--- config.mk ---
export PLATFORM = sky130hd
export DESIGN_NAME = low_hash_feature_generator_flat
export DESIGN_NICKNAME = d
export VERILOG_FILES = /design/src/rtl/lhfg_pkg.sv /design/src/rtl/lhfg_if.sv /design/src/rtl/lhfg_ctrl.sv /design/src/rtl/lhfg_dpath.sv /design/src/rtl/low_hash_feature_generator.sv /design/src/flat_wrapper.sv
export SDC_FILE = /design/constraint.sdc
export NUM_CORES = 2
export LEC_CHECK = 0
export ABC_CLOCK_PERIOD_IN_PS = 29400
export BUFFER_PORTS_ARGS = -buffer_cell sky130_fd_sc_hd__buf_2
export CAP_MARGIN = 20
export CORE_MARGIN = 1.5
export CORE_UTILIZATION = 53
export DETAILED_ROUTE_END_ITERATION = 10
export PLACE_DENSITY = 0.7
export SKIP_CTS_REPAIR_TIMING = 1
export SLEW_MARGIN = 0
export SYNTH_ARGS = -nofsm -noshare
export SYNTH_HDL_FRONTEND = slang
export SYNTH_HIERARCHICAL = 1
export SYNTH_SLANG_ARGS = --single-unit
--- constraint.sdc ---
create_clock -name clk -period 29.4 [get_ports clk]
set_input_delay 5.88 -clock clk [delete_from_list [all_inputs] [get_ports clk]]
set_output_delay 5.88 -clock clk [all_outputs]
set_load 0.02 [all_outputs]
--- src/rtl/lhfg_pkg.sv ---
// ----------------------------------------------------------------------------
// lhfg_pkg
// Shared constants, codes and control types for the low-hash feature
// generator: window size, hash constants, register indexes, command/status.
// ----------------------------------------------------------------------------
`default_nettype none

package lhfg_pkg;

  // window of marker ids hashed per feature
  localparam int WINDOW_MARKERS = 4;
  localparam int WIN_BITS       = WINDOW_MARKERS * 32;
  localparam int NUM_BLK        = WINDOW_MARKERS / 2;   // 8-byte blocks
  localparam bit HAS_TAIL       = (WINDOW_MARKERS % 2) != 0;
  localparam int BLK_W          = (NUM_BLK > 1) ? $clog2(NUM_BLK) : 1;

  localparam logic [63:0] MH_MUL   = 64'hc6a4a7935bd1e995;
  localparam int          MH_SHIFT = 47;
  localparam logic [63:0] LEN_MUL  = 64'(WINDOW_MARKERS * 4) * MH_MUL;

  localparam int          SEED_W      = 14;
  localparam logic [13:0] SEED_FACTOR = 14'd37;

  // configuration port
  localparam int CFG_IDX_W  = 8;
  localparam int CFG_DATA_W = 64;
  localparam logic [CFG_IDX_W-1:0] CFG_HASH_THRESHOLD = 8'd0;
  localparam logic [CFG_IDX_W-1:0] CFG_LOG2_BUCKETS   = 8'd1;
  localparam logic [CFG_IDX_W-1:0] CFG_ITERATION      = 8'd2;

  localparam logic [5:0] LOG2_BUCKETS_RST = 6'd20;

  typedef enum logic [3:0] {
    OP_NONE  = 4'd0,
    OP_INIT  = 4'd1,  // h = seed ^ len*m
    OP_LOADK = 4'd2,  // k = next 8-byte block
    OP_MULK  = 4'd3,  // k *= m, three phases
    OP_XSK   = 4'd4,  // k ^= k >> r
    OP_XHK   = 4'd5,  // h ^= k
    OP_MULH  = 4'd6,  // h *= m, three phases
    OP_TAIL  = 4'd7,  // h ^= trailing id
    OP_XSH   = 4'd8   // h ^= h >> r
  } op_t;

  typedef struct packed {
    logic             accept;
    op_t              op;
    logic [1:0]       phase;
    logic [BLK_W-1:0] blk;
    logic             out_load;
  } cmd_t;

  typedef struct packed {
    logic go;        // accepted word yields a feature to hash
    logic low;       // hash below threshold
    logic out_free;  // output register can take a word
  } status_t;

endpackage

`default_nettype wire

--- src/rtl/lhfg_if.sv ---
// ----------------------------------------------------------------------------
// lhfg channel interfaces
// Valid/ready channels for marker input, feature output and configuration.
// ----------------------------------------------------------------------------
`default_nettype none

interface lhfg_in_if;
  logic        valid;
  logic        ready;
  logic [31:0] kmer_id;
  logic        read_start;
  logic        read_palindromic;

  modport source (output valid, kmer_id, read_start, read_palindromic, input ready);
  modport sink   (input valid, kmer_id, read_start, read_palindromic, output ready);
endinterface

interface lhfg_out_if;
  logic        valid;
  logic        ready;
  logic [63:0] hash_value;
  logic [31:0] feature_ordinal;
  logic [31:0] bucket_id;

  modport source (output valid, hash_value, feature_ordinal, bucket_id, input ready);
  modport sink   (input valid, hash_value, feature_ordinal, bucket_id, output ready);
endinterface

interface lhfg_cfg_if;
  logic        valid;
  logic        ready;
  logic [7:0]  index;
  logic [63:0] data;

  modport source (output valid, index, data, input ready);
  modport sink   (input valid, index, data, output ready);
endinterface

`default_nettype wire

--- src/rtl/lhfg_ctrl.sv ---
// ----------------------------------------------------------------------------
// lhfg_ctrl
// Sequencer for the MurmurHash64A steps over the marker window.
// ----------------------------------------------------------------------------
`default_nettype none

module lhfg_ctrl (
  input  wire logic             clk,
  input  wire logic             rst_n,
  input  wire logic             in_valid,
  output logic                  in_ready,
  input  wire lhfg_pkg::status_t sts,
  output lhfg_pkg::cmd_t        cmd
);
  import lhfg_pkg::*;

  typedef enum logic [13:0] {
    S_IDLE  = 14'b00000000000001,
    S_INIT  = 14'b00000000000010,
    S_LOADK = 14'b00000000000100,
    S_MK1   = 14'b00000000001000,
    S_XK    = 14'b00000000010000,
    S_MK2   = 14'b00000000100000,
    S_XH    = 14'b00000001000000,
    S_MH    = 14'b00000010000000,
    S_TAIL  = 14'b00000100000000,
    S_MT    = 14'b00001000000000,
    S_F1    = 14'b00010000000000,
    S_MF    = 14'b00100000000000,
    S_F2    = 14'b01000000000000,
    S_OUT   = 14'b10000000000000
  } state_t;

  localparam logic [BLK_W-1:0] BLK_LAST = BLK_W'((NUM_BLK > 0) ? NUM_BLK - 1 : 0);

  state_t           state_r, state_nxt;
  logic [1:0]       ph_r, ph_nxt;
  logic [BLK_W-1:0] blk_r, blk_nxt;
  logic             in_mul;
  logic             mul_done;
  state_t           after_blocks;

  assign in_ready = (state_r == S_IDLE);
  assign in_mul   = (state_r == S_MK1) || (state_r == S_MK2) || (state_r == S_MH) ||
                    (state_r == S_MT)  || (state_r == S_MF);
  assign mul_done = (ph_r == 2'd2);
  assign after_blocks = HAS_TAIL ? S_TAIL : S_F1;

  always_comb begin
    state_nxt = state_r;
    blk_nxt   = blk_r;
    ph_nxt    = (in_mul && !mul_done) ? ph_r + 2'd1 : 2'd0;
    unique case (state_r)
      S_IDLE: begin
        blk_nxt = '0;
        if (in_valid && sts.go) state_nxt = S_INIT;
      end
      S_INIT:  state_nxt = (NUM_BLK > 0) ? S_LOADK : after_blocks;
      S_LOADK: state_nxt = S_MK1;
      S_MK1:   if (mul_done) state_nxt = S_XK;
      S_XK:    state_nxt = S_MK2;
      S_MK2:   if (mul_done) state_nxt = S_XH;
      S_XH:    state_nxt = S_MH;
      S_MH: begin
        if (mul_done) begin
          if (blk_r == BLK_LAST) begin
            state_nxt = after_blocks;
          end else begin
            blk_nxt   = blk_r + 1'b1;
            state_nxt = S_LOADK;
          end
        end
      end
      S_TAIL:  state_nxt = S_MT;
      S_MT:    if (mul_done) state_nxt = S_F1;
      S_F1:    state_nxt = S_MF;
      S_MF:    if (mul_done) state_nxt = S_F2;
      S_F2:    state_nxt = S_OUT;
      S_OUT:   if (!sts.low || sts.out_free) state_nxt = S_IDLE;
      default: state_nxt = S_IDLE;
    endcase
  end

  always_comb begin
    cmd.accept   = in_valid && (state_r == S_IDLE);
    cmd.phase    = ph_r;
    cmd.blk      = blk_r;
    cmd.out_load = (state_r == S_OUT) && sts.low && sts.out_free;
    unique case (state_r)
      S_INIT:                  cmd.op = OP_INIT;
      S_LOADK:                 cmd.op = OP_LOADK;
      S_MK1, S_MK2:            cmd.op = OP_MULK;
      S_XK:                    cmd.op = OP_XSK;
      S_XH:                    cmd.op = OP_XHK;
      S_MH, S_MT, S_MF:        cmd.op = OP_MULH;
      S_TAIL:                  cmd.op = OP_TAIL;
      S_F1, S_F2:              cmd.op = OP_XSH;
      default:                 cmd.op = OP_NONE;
    endcase
  end

  always_ff @(posedge clk) begin
    if (!rst_n) begin
      state_r <= S_IDLE;
      ph_r    <= 2'd0;
      blk_r   <= '0;
    end else begin
      state_r <= state_nxt;
      ph_r    <= ph_nxt;
      blk_r   <= blk_nxt;
    end
  end

endmodule

`default_nettype wire

--- src/rtl/lhfg_dpath.sv ---
// ----------------------------------------------------------------------------
// lhfg_dpath
// Marker window, read counter, config registers, hash registers with a
// shared 32x32 multiplier, and the output register.
// ----------------------------------------------------------------------------
`default_nettype none

module lhfg_dpath (
  input  wire logic                              clk,
  input  wire logic                              rst_n,
  input  wire lhfg_pkg::cmd_t                    cmd,
  output lhfg_pkg::status_t                      sts,
  input  wire logic [31:0]                       in_kmer_id,
  input  wire logic                              in_read_start,
  input  wire logic                              in_read_palindromic,
  input  wire logic                              cfg_valid,
  input  wire logic [lhfg_pkg::CFG_IDX_W-1:0]    cfg_index,
  input  wire logic [lhfg_pkg::CFG_DATA_W-1:0]   cfg_data,
  output logic                                   out_valid,
  input  wire logic                              out_ready,
  output logic [63:0]                            out_hash_value,
  output logic [31:0]                            out_feature_ordinal,
  output logic [31:0]                            out_bucket_id
);
  import lhfg_pkg::*;

  logic [63:0]         thr_r;
  logic [5:0]          l2_r;
  logic [7:0]          iter_r;
  logic [WIN_BITS-1:0] win_r, win_nxt;
  logic [31:0]         seen_r, seen_nxt;
  logic [63:0]         h_r, k_r;
  logic [63:0]         plo_r;
  logic [31:0]         cross_r;
  logic                out_valid_r;
  logic [63:0]         out_hash_r;
  logic [31:0]         out_ord_r, out_bkt_r;

  logic [63:0]         pair_w;
  logic [31:0]         tail_w;
  logic [SEED_W-1:0]   seed;
  logic [63:0]         mul_a, mul_res;
  logic [31:0]         mul_x, mul_y;
  logic [63:0]         prod;
  logic [31:0]         mask;

  // oldest id in the low bits, newest at the top
  generate
    if (WINDOW_MARKERS > 1) begin : g_shift
      assign win_nxt = {in_kmer_id, win_r[WIN_BITS-1:32]};
    end else begin : g_single
      assign win_nxt = in_kmer_id;
    end
    if (NUM_BLK > 0) begin : g_pair
      assign pair_w = win_r[64*cmd.blk +: 64];
    end else begin : g_nopair
      assign pair_w = '0;
    end
  endgenerate
  assign tail_w = win_r[WIN_BITS-1 -: 32];

  always_comb begin
    if (in_read_start)          seen_nxt = 32'd1;
    else if (seen_r == '1)      seen_nxt = seen_r;
    else                        seen_nxt = seen_r + 32'd1;
  end

  assign sts.go       = !in_read_palindromic && (seen_nxt >= 32'(WINDOW_MARKERS));
  assign sts.low      = (h_r < thr_r);
  assign sts.out_free = !out_valid_r || out_ready;

  assign seed = SEED_W'(iter_r) * SEED_FACTOR;

  // 64x64 low product by the constant, one 32x32 partial product per phase
  assign mul_a   = (cmd.op == OP_MULH) ? h_r : k_r;
  assign mul_x   = (cmd.phase == 2'd1) ? mul_a[63:32] : mul_a[31:0];
  assign mul_y   = (cmd.phase == 2'd2) ? MH_MUL[63:32] : MH_MUL[31:0];
  assign prod    = 64'(mul_x) * 64'(mul_y);
  assign mul_res = {plo_r[63:32] + cross_r + prod[31:0], plo_r[31:0]};

  assign mask = (l2_r >= 6'd32) ? 32'hFFFF_FFFF : ~(32'hFFFF_FFFF << l2_r[4:0]);

  always_ff @(posedge clk) begin
    if (!rst_n) begin
      thr_r  <= '0;
      l2_r   <= LOG2_BUCKETS_RST;
      iter_r <= '0;
    end else if (cfg_valid) begin
      if (cfg_index == CFG_HASH_THRESHOLD) thr_r  <= cfg_data;
      if (cfg_index == CFG_LOG2_BUCKETS)   l2_r   <= cfg_data[5:0];
      if (cfg_index == CFG_ITERATION)      iter_r <= cfg_data[7:0];
    end
  end

  always_ff @(posedge clk) begin
    if (!rst_n) begin
      seen_r <= '0;
    end else if (cmd.accept) begin
      seen_r <= seen_nxt;
    end
  end

  always_ff @(posedge clk) begin
    if (cmd.accept) win_r <= win_nxt;
  end

  always_ff @(posedge clk) begin
    if (cmd.op == OP_MULK || cmd.op == OP_MULH) begin
      if (cmd.phase == 2'd0) plo_r   <= prod;
      if (cmd.phase == 2'd1) cross_r <= prod[31:0];
    end
    unique case (cmd.op)
      OP_INIT:  h_r <= {{(64-SEED_W){1'b0}}, seed} ^ LEN_MUL;
      OP_LOADK: k_r <= pair_w;
      OP_MULK:  if (cmd.phase == 2'd2) k_r <= mul_res;
      OP_XSK:   k_r <= k_r ^ (k_r >> MH_SHIFT);
      OP_XHK:   h_r <= h_r ^ k_r;
      OP_MULH:  if (cmd.phase == 2'd2) h_r <= mul_res;
      OP_TAIL:  h_r <= h_r ^ {32'd0, tail_w};
      OP_XSH:   h_r <= h_r ^ (h_r >> MH_SHIFT);
      default:  ;
    endcase
  end

  always_ff @(posedge clk) begin
    if (!rst_n) begin
      out_valid_r <= 1'b0;
    end else if (cmd.out_load) begin
      out_valid_r <= 1'b1;
    end else if (out_ready) begin
      out_valid_r <= 1'b0;
    end
  end

  always_ff @(posedge clk) begin
    if (cmd.out_load) begin
      out_hash_r <= h_r;
      out_ord_r  <= seen_r - 32'(WINDOW_MARKERS);
      out_bkt_r  <= h_r[31:0] & mask;
    end
  end

  assign out_valid           = out_valid_r;
  assign out_hash_value      = out_hash_r;
  assign out_feature_ordinal = out_ord_r;
  assign out_bucket_id       = out_bkt_r;

endmodule

`default_nettype wire

--- src/rtl/low_hash_feature_generator.sv ---
// ----------------------------------------------------------------------------
// low_hash_feature_generator
// Sliding-window minhash: MurmurHash64A over the last marker ids of a read,
// emitting features whose hash falls below the configured threshold.
// ----------------------------------------------------------------------------
//  channel   dir   payload                                       word
//  in_ch     in    kmer_id, read_start, read_palindromic         one marker
//  out_ch    out   hash_value, feature_ordinal, bucket_id        one low-hash feature
//  cfg_ch    in    index, data                                   one register write
//
//  A word that completes a feature is hashed after acceptance, paced by
//  the three-phase 64-bit multiply on one shared 32x32 multiplier; other
//  words are accepted without hashing. rst_n is synchronous; config returns
//  to its reset values.
//  A finished result waits in the output register without holding up the
//  next input; only a second result waits for out_ch.ready.
// ----------------------------------------------------------------------------
`default_nettype none

module low_hash_feature_generator (
  input  wire logic clk,
  input  wire logic rst_n,
  lhfg_in_if.sink   in_ch,
  lhfg_out_if.source out_ch,
  lhfg_cfg_if.sink  cfg_ch
);
  import lhfg_pkg::*;

  cmd_t    cmd;
  status_t sts;

  assign cfg_ch.ready = 1'b1;

  lhfg_ctrl u_ctrl (
    .clk      (clk),
    .rst_n    (rst_n),
    .in_valid (in_ch.valid),
    .in_ready (in_ch.ready),
    .sts      (sts),
    .cmd      (cmd)
  );

  lhfg_dpath u_dpath (
    .clk                 (clk),
    .rst_n               (rst_n),
    .cmd                 (cmd),
    .sts                 (sts),
    .in_kmer_id          (in_ch.kmer_id),
    .in_read_start       (in_ch.read_start),
    .in_read_palindromic (in_ch.read_palindromic),
    .cfg_valid           (cfg_ch.valid),
    .cfg_index           (cfg_ch.index),
    .cfg_data            (cfg_ch.data),
    .out_valid           (out_ch.valid),
    .out_ready           (out_ch.ready),
    .out_hash_value      (out_ch.hash_value),
    .out_feature_ordinal (out_ch.feature_ordinal),
    .out_bucket_id       (out_ch.bucket_id)
  );

endmodule

`default_nettype wire

--- src/flat_wrapper.sv ---
// flat-port wrapper written by rule: the top's interface ports become plain ports
module low_hash_feature_generator_flat import lhfg_pkg::*;
  (clk, rst_n, in_ch_valid, in_ch_kmer_id, in_ch_read_start, in_ch_read_palindromic, in_ch_ready, out_ch_valid, out_ch_hash_value, out_ch_feature_ordinal, out_ch_bucket_id, out_ch_ready, cfg_ch_valid, cfg_ch_index, cfg_ch_data, cfg_ch_ready);
  lhfg_in_if in_ch_i ();
  lhfg_out_if out_ch_i ();
  lhfg_cfg_if cfg_ch_i ();
  input  wire logic clk;
  input  wire logic rst_n;
  input wire logic [$bits(in_ch_i.valid)-1:0] in_ch_valid;
  input wire logic [$bits(in_ch_i.kmer_id)-1:0] in_ch_kmer_id;
  input wire logic [$bits(in_ch_i.read_start)-1:0] in_ch_read_start;
  input wire logic [$bits(in_ch_i.read_palindromic)-1:0] in_ch_read_palindromic;
  output wire logic [$bits(in_ch_i.ready)-1:0] in_ch_ready;
  output wire logic [$bits(out_ch_i.valid)-1:0] out_ch_valid;
  output wire logic [$bits(out_ch_i.hash_value)-1:0] out_ch_hash_value;
  output wire logic [$bits(out_ch_i.feature_ordinal)-1:0] out_ch_feature_ordinal;
  output wire logic [$bits(out_ch_i.bucket_id)-1:0] out_ch_bucket_id;
  input wire logic [$bits(out_ch_i.ready)-1:0] out_ch_ready;
  input wire logic [$bits(cfg_ch_i.valid)-1:0] cfg_ch_valid;
  input wire logic [$bits(cfg_ch_i.index)-1:0] cfg_ch_index;
  input wire logic [$bits(cfg_ch_i.data)-1:0] cfg_ch_data;
  output wire logic [$bits(cfg_ch_i.ready)-1:0] cfg_ch_ready;
  assign in_ch_i.valid = in_ch_valid;
  assign in_ch_i.kmer_id = in_ch_kmer_id;
  assign in_ch_i.read_start = in_ch_read_start;
  assign in_ch_i.read_palindromic = in_ch_read_palindromic;
  assign in_ch_ready = in_ch_i.ready;
  assign out_ch_valid = out_ch_i.valid;
  assign out_ch_hash_value = out_ch_i.hash_value;
  assign out_ch_feature_ordinal = out_ch_i.feature_ordinal;
  assign out_ch_bucket_id = out_ch_i.bucket_id;
  assign out_ch_i.ready = out_ch_ready;
  assign cfg_ch_i.valid = cfg_ch_valid;
  assign cfg_ch_i.index = cfg_ch_index;
  assign cfg_ch_i.data = cfg_ch_data;
  assign cfg_ch_ready = cfg_ch_i.ready;
  low_hash_feature_generator u_core (.clk(clk), .rst_n(rst_n), .in_ch(in_ch_i), .out_ch(out_ch_i), .cfg_ch(cfg_ch_i));
endmodule
==> results.toml <==
[status]
status = "complete, no violations"

[place]
place_area_um2 = 56900
gp_congestion = 1.02
port_buffers = 240
hpwl_um = 127000

[worst_setup_path]
cp.required_ns = 29.75
end_kind = "flip-flop"
cp_common_cell = "inv_1"
cpMaxStageDelayCell = "buf_4"
rr_worst_depth = 41
slowest_delay_ns = 0.64
reg2reg_to = "u_core/u_dpath/k_r[60]"
ff2ff_setup_slack_ns = 16.13
critPathLaunchType = "flip-flop"
cp_max_fo = 49
cp_data_arrival_time_ns = 13.61
worst-setup-path-type = "reg -> reg"
worstReg2RegStart = "u_core/u_ctrl/state_r[4]"

[synthesis]
ys_top_cells_by_area = "edfxtp_1 26%, fa_1 24%, ha_1 12%, inv_1 6.3%, dfxtp_1 4.6%"
synth_edf_count = 480
synth.top_cell.area_share = 0.265
synthArstFlopShare = 0
synth_area_um2 = 54400
ys_seq_area_frac = 0.311
syn_inst = 4935
yosysWarnings = 6
synth_top_area_cell = "edfxtp_1"
ys_types = 96
synth_ff_type = "edfxtp_1"
synth-seq-cells = 606
synth_area_per_cell_um2 = 11.0

[power]
ir_drop_mv = 0.0483
p_per_area_nw_per_um2 = 32.5
cellLeakagePower_nw = 25.4

[die]
die-area_um2 = 105000
io_pins = 242
coreArea_um2 = 102000
rows = 117
die_w_um = 323
die_y_um = 323
start_util = 0.535

[sta]
rsz0062_at_grt = "false"
final_max_slew_viol_count = 0
skew_ns = 0.0294
fmax_mhz = 75.4
tns_ns = 0
setup_viol = 0
slew_headroom = 0.298
period_share = 0.451
hold_viol_final = 0
fin_crit_ns = 13.27
worst_pin_slew_ns = 1.05

[clocking]
clock_latency_ns = 0.63
cts_buffers = 55
cts_root_buf = "clkbuf_16"
htree_levels = 2
clk_pin_slew_ns = 0.07
clockBufferDepth = 3
numClockSinks = 606
cts_tree = "built"

[global_routing]
grt_util_met2 = 0.477
track_usage = 0.305
gr-usage-met3 = 0.0662
grt_pass1_vias = 38100
antenna_found_initial = 5
grtUsageMet1 = 0.425
grt_first_pass_wirelength_um = 237000
grt_max_degree = 71
overflow = 0
busiest_layer = "met2"

[finish]
drive_gt1_frac = 0.0945
final_area_um2 = 58800
fin_util = 0.578
fin_nets = 6356
layout_commonest_cell = "inv_1"
syn_to_final_growth_pct = 7.94
layout_common_cells = "917 x inv_1, 649 x fa_1, 523 x ha_1, 480 x edfxtp_1, 335 x nand2_1"
fillCellCount = 8555

[route]
first_iter_violations = 3918
drc = 0
vias = 37800
ant_nets = 0
first_pass_iters = 9
wl_per_cell_um = 24.1
vias_per_cell = 5.83
drt_wl_total_um = 157000

[min_path]
hold_depth = 0
hold-path-endpoint = "u_core/u_dpath/win_r[33]"
hp-class = "reg -> reg"
worstHoldStart = "u_core/u_dpath/win_r[65]"

[run]
maxCapViolCount = 0
==> metal layers <==
layer / wire, um / part of all wire / up-vias
met1: 64800 / 0.41 / 19100
met5: 13 / 0.000083 / -
li1: - / - / 16800
met2: 71300 / 0.46 / 1715
met4: 5490 / 0.035 / 2
met3: 15000 / 0.096 / 271
==> sequential cells by signal, summed over array words and instances (netlist names) <==
| name | flops |
|---|---|
| u_core/u_dpath/cross_r | 32 |
| u_core/u_dpath/out_feature_ordinal | 32 |
| u_core/u_dpath/out_bucket_id | 32 |
| u_core/u_dpath/iter_r | 8 |
| u_core/u_dpath/out_hash_value | 64 |
| u_core/u_dpath/thr_r | 64 |
| u_core/u_ctrl/blk_r | 1 |
| u_core/u_ctrl/ph_r | 2 |
| u_core/u_dpath/h_r | 64 |
| u_core/u_dpath/win_r | 128 |
| u_core/u_ctrl/state_r | 12 |
| u_core/u_dpath/l2_r | 6 |
| u_core/u_dpath/seen_r | 32 |
| u_core/u_dpath/out_valid | 1 |
| u_core/u_dpath/plo_r | 64 |
| u_core/u_dpath/k_r | 64 |
==> stage by stage <==
stage               worst slack, ns  hold slack [ns]  instances  total power [mW]
global placement              16.48            0.429       6382              1.17
finish                        16.13            0.438       6489              1.91
CTS                           16.27            0.444       6486              1.92
detailed placement            16.36            0.433       6382              1.17
global route                  15.33            0.441       6489              1.97
floorplan                     10.25            0.426       4939              1.11
==> worst max-delay path by stage <==
stage / start / to / slack, ns / cells after the start
finish: u_core/u_ctrl/state_r[4] / u_core/u_dpath/k_r[60] / 16.13 / 41
detailed placement: u_core/u_ctrl/state_r[5] / u_core/u_dpath/k_r[60] / 16.36 / 41
floorplan: out_ch_ready / u_core/u_dpath/out_bucket_id[0] / 10.25 / 3
global placement: u_core/u_ctrl/state_r[11] / u_core/u_dpath/h_r[61] / 16.48 / 38
global route: u_core/u_ctrl/state_r[5] / u_core/u_dpath/k_r[60] / 15.33 / 41
CTS: u_core/u_ctrl/state_r[5] / u_core/u_dpath/h_r[61] / 16.27 / 38
==> synthesized netlist by cell type (22+ instances only) <==
master / count
inv_1: 917
fa_1: 649
ha_1: 523
edfxtp_1: 480
nand2_1: 336
xnor2_1: 169
clkbuf_1: 157
a21oi_1: 156
o21ai_0: 143
nor2_1: 141
dfxtp_1: 126
mux2i_1: 105
xor2_1: 96
a21boi_0: 86
nor2b_1: 70
a21o_1: 69
nand4_1: 43
nor3_1: 41
o22ai_1: 41
nand3_1: 35
a22oi_1: 32
and3_1: 32
mux4_2: 32
and2_1: 30
nand2b_1: 28
buf_2: 27
o221ai_1: 22
==> kinds of logic (layout without fill, tap and decap cells) <==
logic type / Yosys count / after routing / share of synthesized area
AOI/OAI and AO/OA: 763 / 763 / 0.0947
xor gates and xnor gates: 266 / 266 / 0.0429
adders and majority gates: 1172 / 1172 / 0.359
buffers and inverters: 1127 / 1308 / 0.0800
DFF: 606 / 606 / 0.311
muxes: 137 / 137 / 0.0325
other: 3 / 8 / 0.000207
and+or+nand+nor: 861 / 861 / 0.0797
==> area by class of cell <==
| cell class | count | area, um^2 | area share |
|---|---|---|---|
| diodes | 1 | 2.50 | 0.0000426 |
| clock buffers | 71 | 1510 | 0.0257 |
| clock inverters | 33 | 343 | 0.00583 |
| inverters | 919 | 3450 | 0.0587 |
| multi-input cells | 3206 | 33200 | 0.566 |
| flip-flops and latches | 606 | 16900 | 0.288 |
| well taps | 1368 | 1710 | 0.0291 |
| repair buffers | 285 | 1560 | 0.0266 |
==> worst max-delay path: cells and delay by family (launching register included) <==
kind / cells / cell delay [ns]
xor gates and xnor gates: 1 / 0.45
adders and majority gates: 11 / 4.56
AOI/OAI and AO/OA: 10 / 2.37
DFF: 1 / 0.40
muxes: 2 / 0.90
and+or+nand+nor: 8 / 2.82
buffers and inverters: 9 / 1.41
==> power breakdown <==
| group | leakage (nW) | internal [mW] | switching [mW] |
|---|---|---|---|
| Sequential | 5.31 | 0.960 | 0.0193 |
| Combinational | 19.2 | 0.0642 | 0.117 |
| Clock | 0.893 | 0.417 | 0.334 |
| Total | 25.4 | 1.44 | 0.470 |
Power figures use the tool's default switching activity.
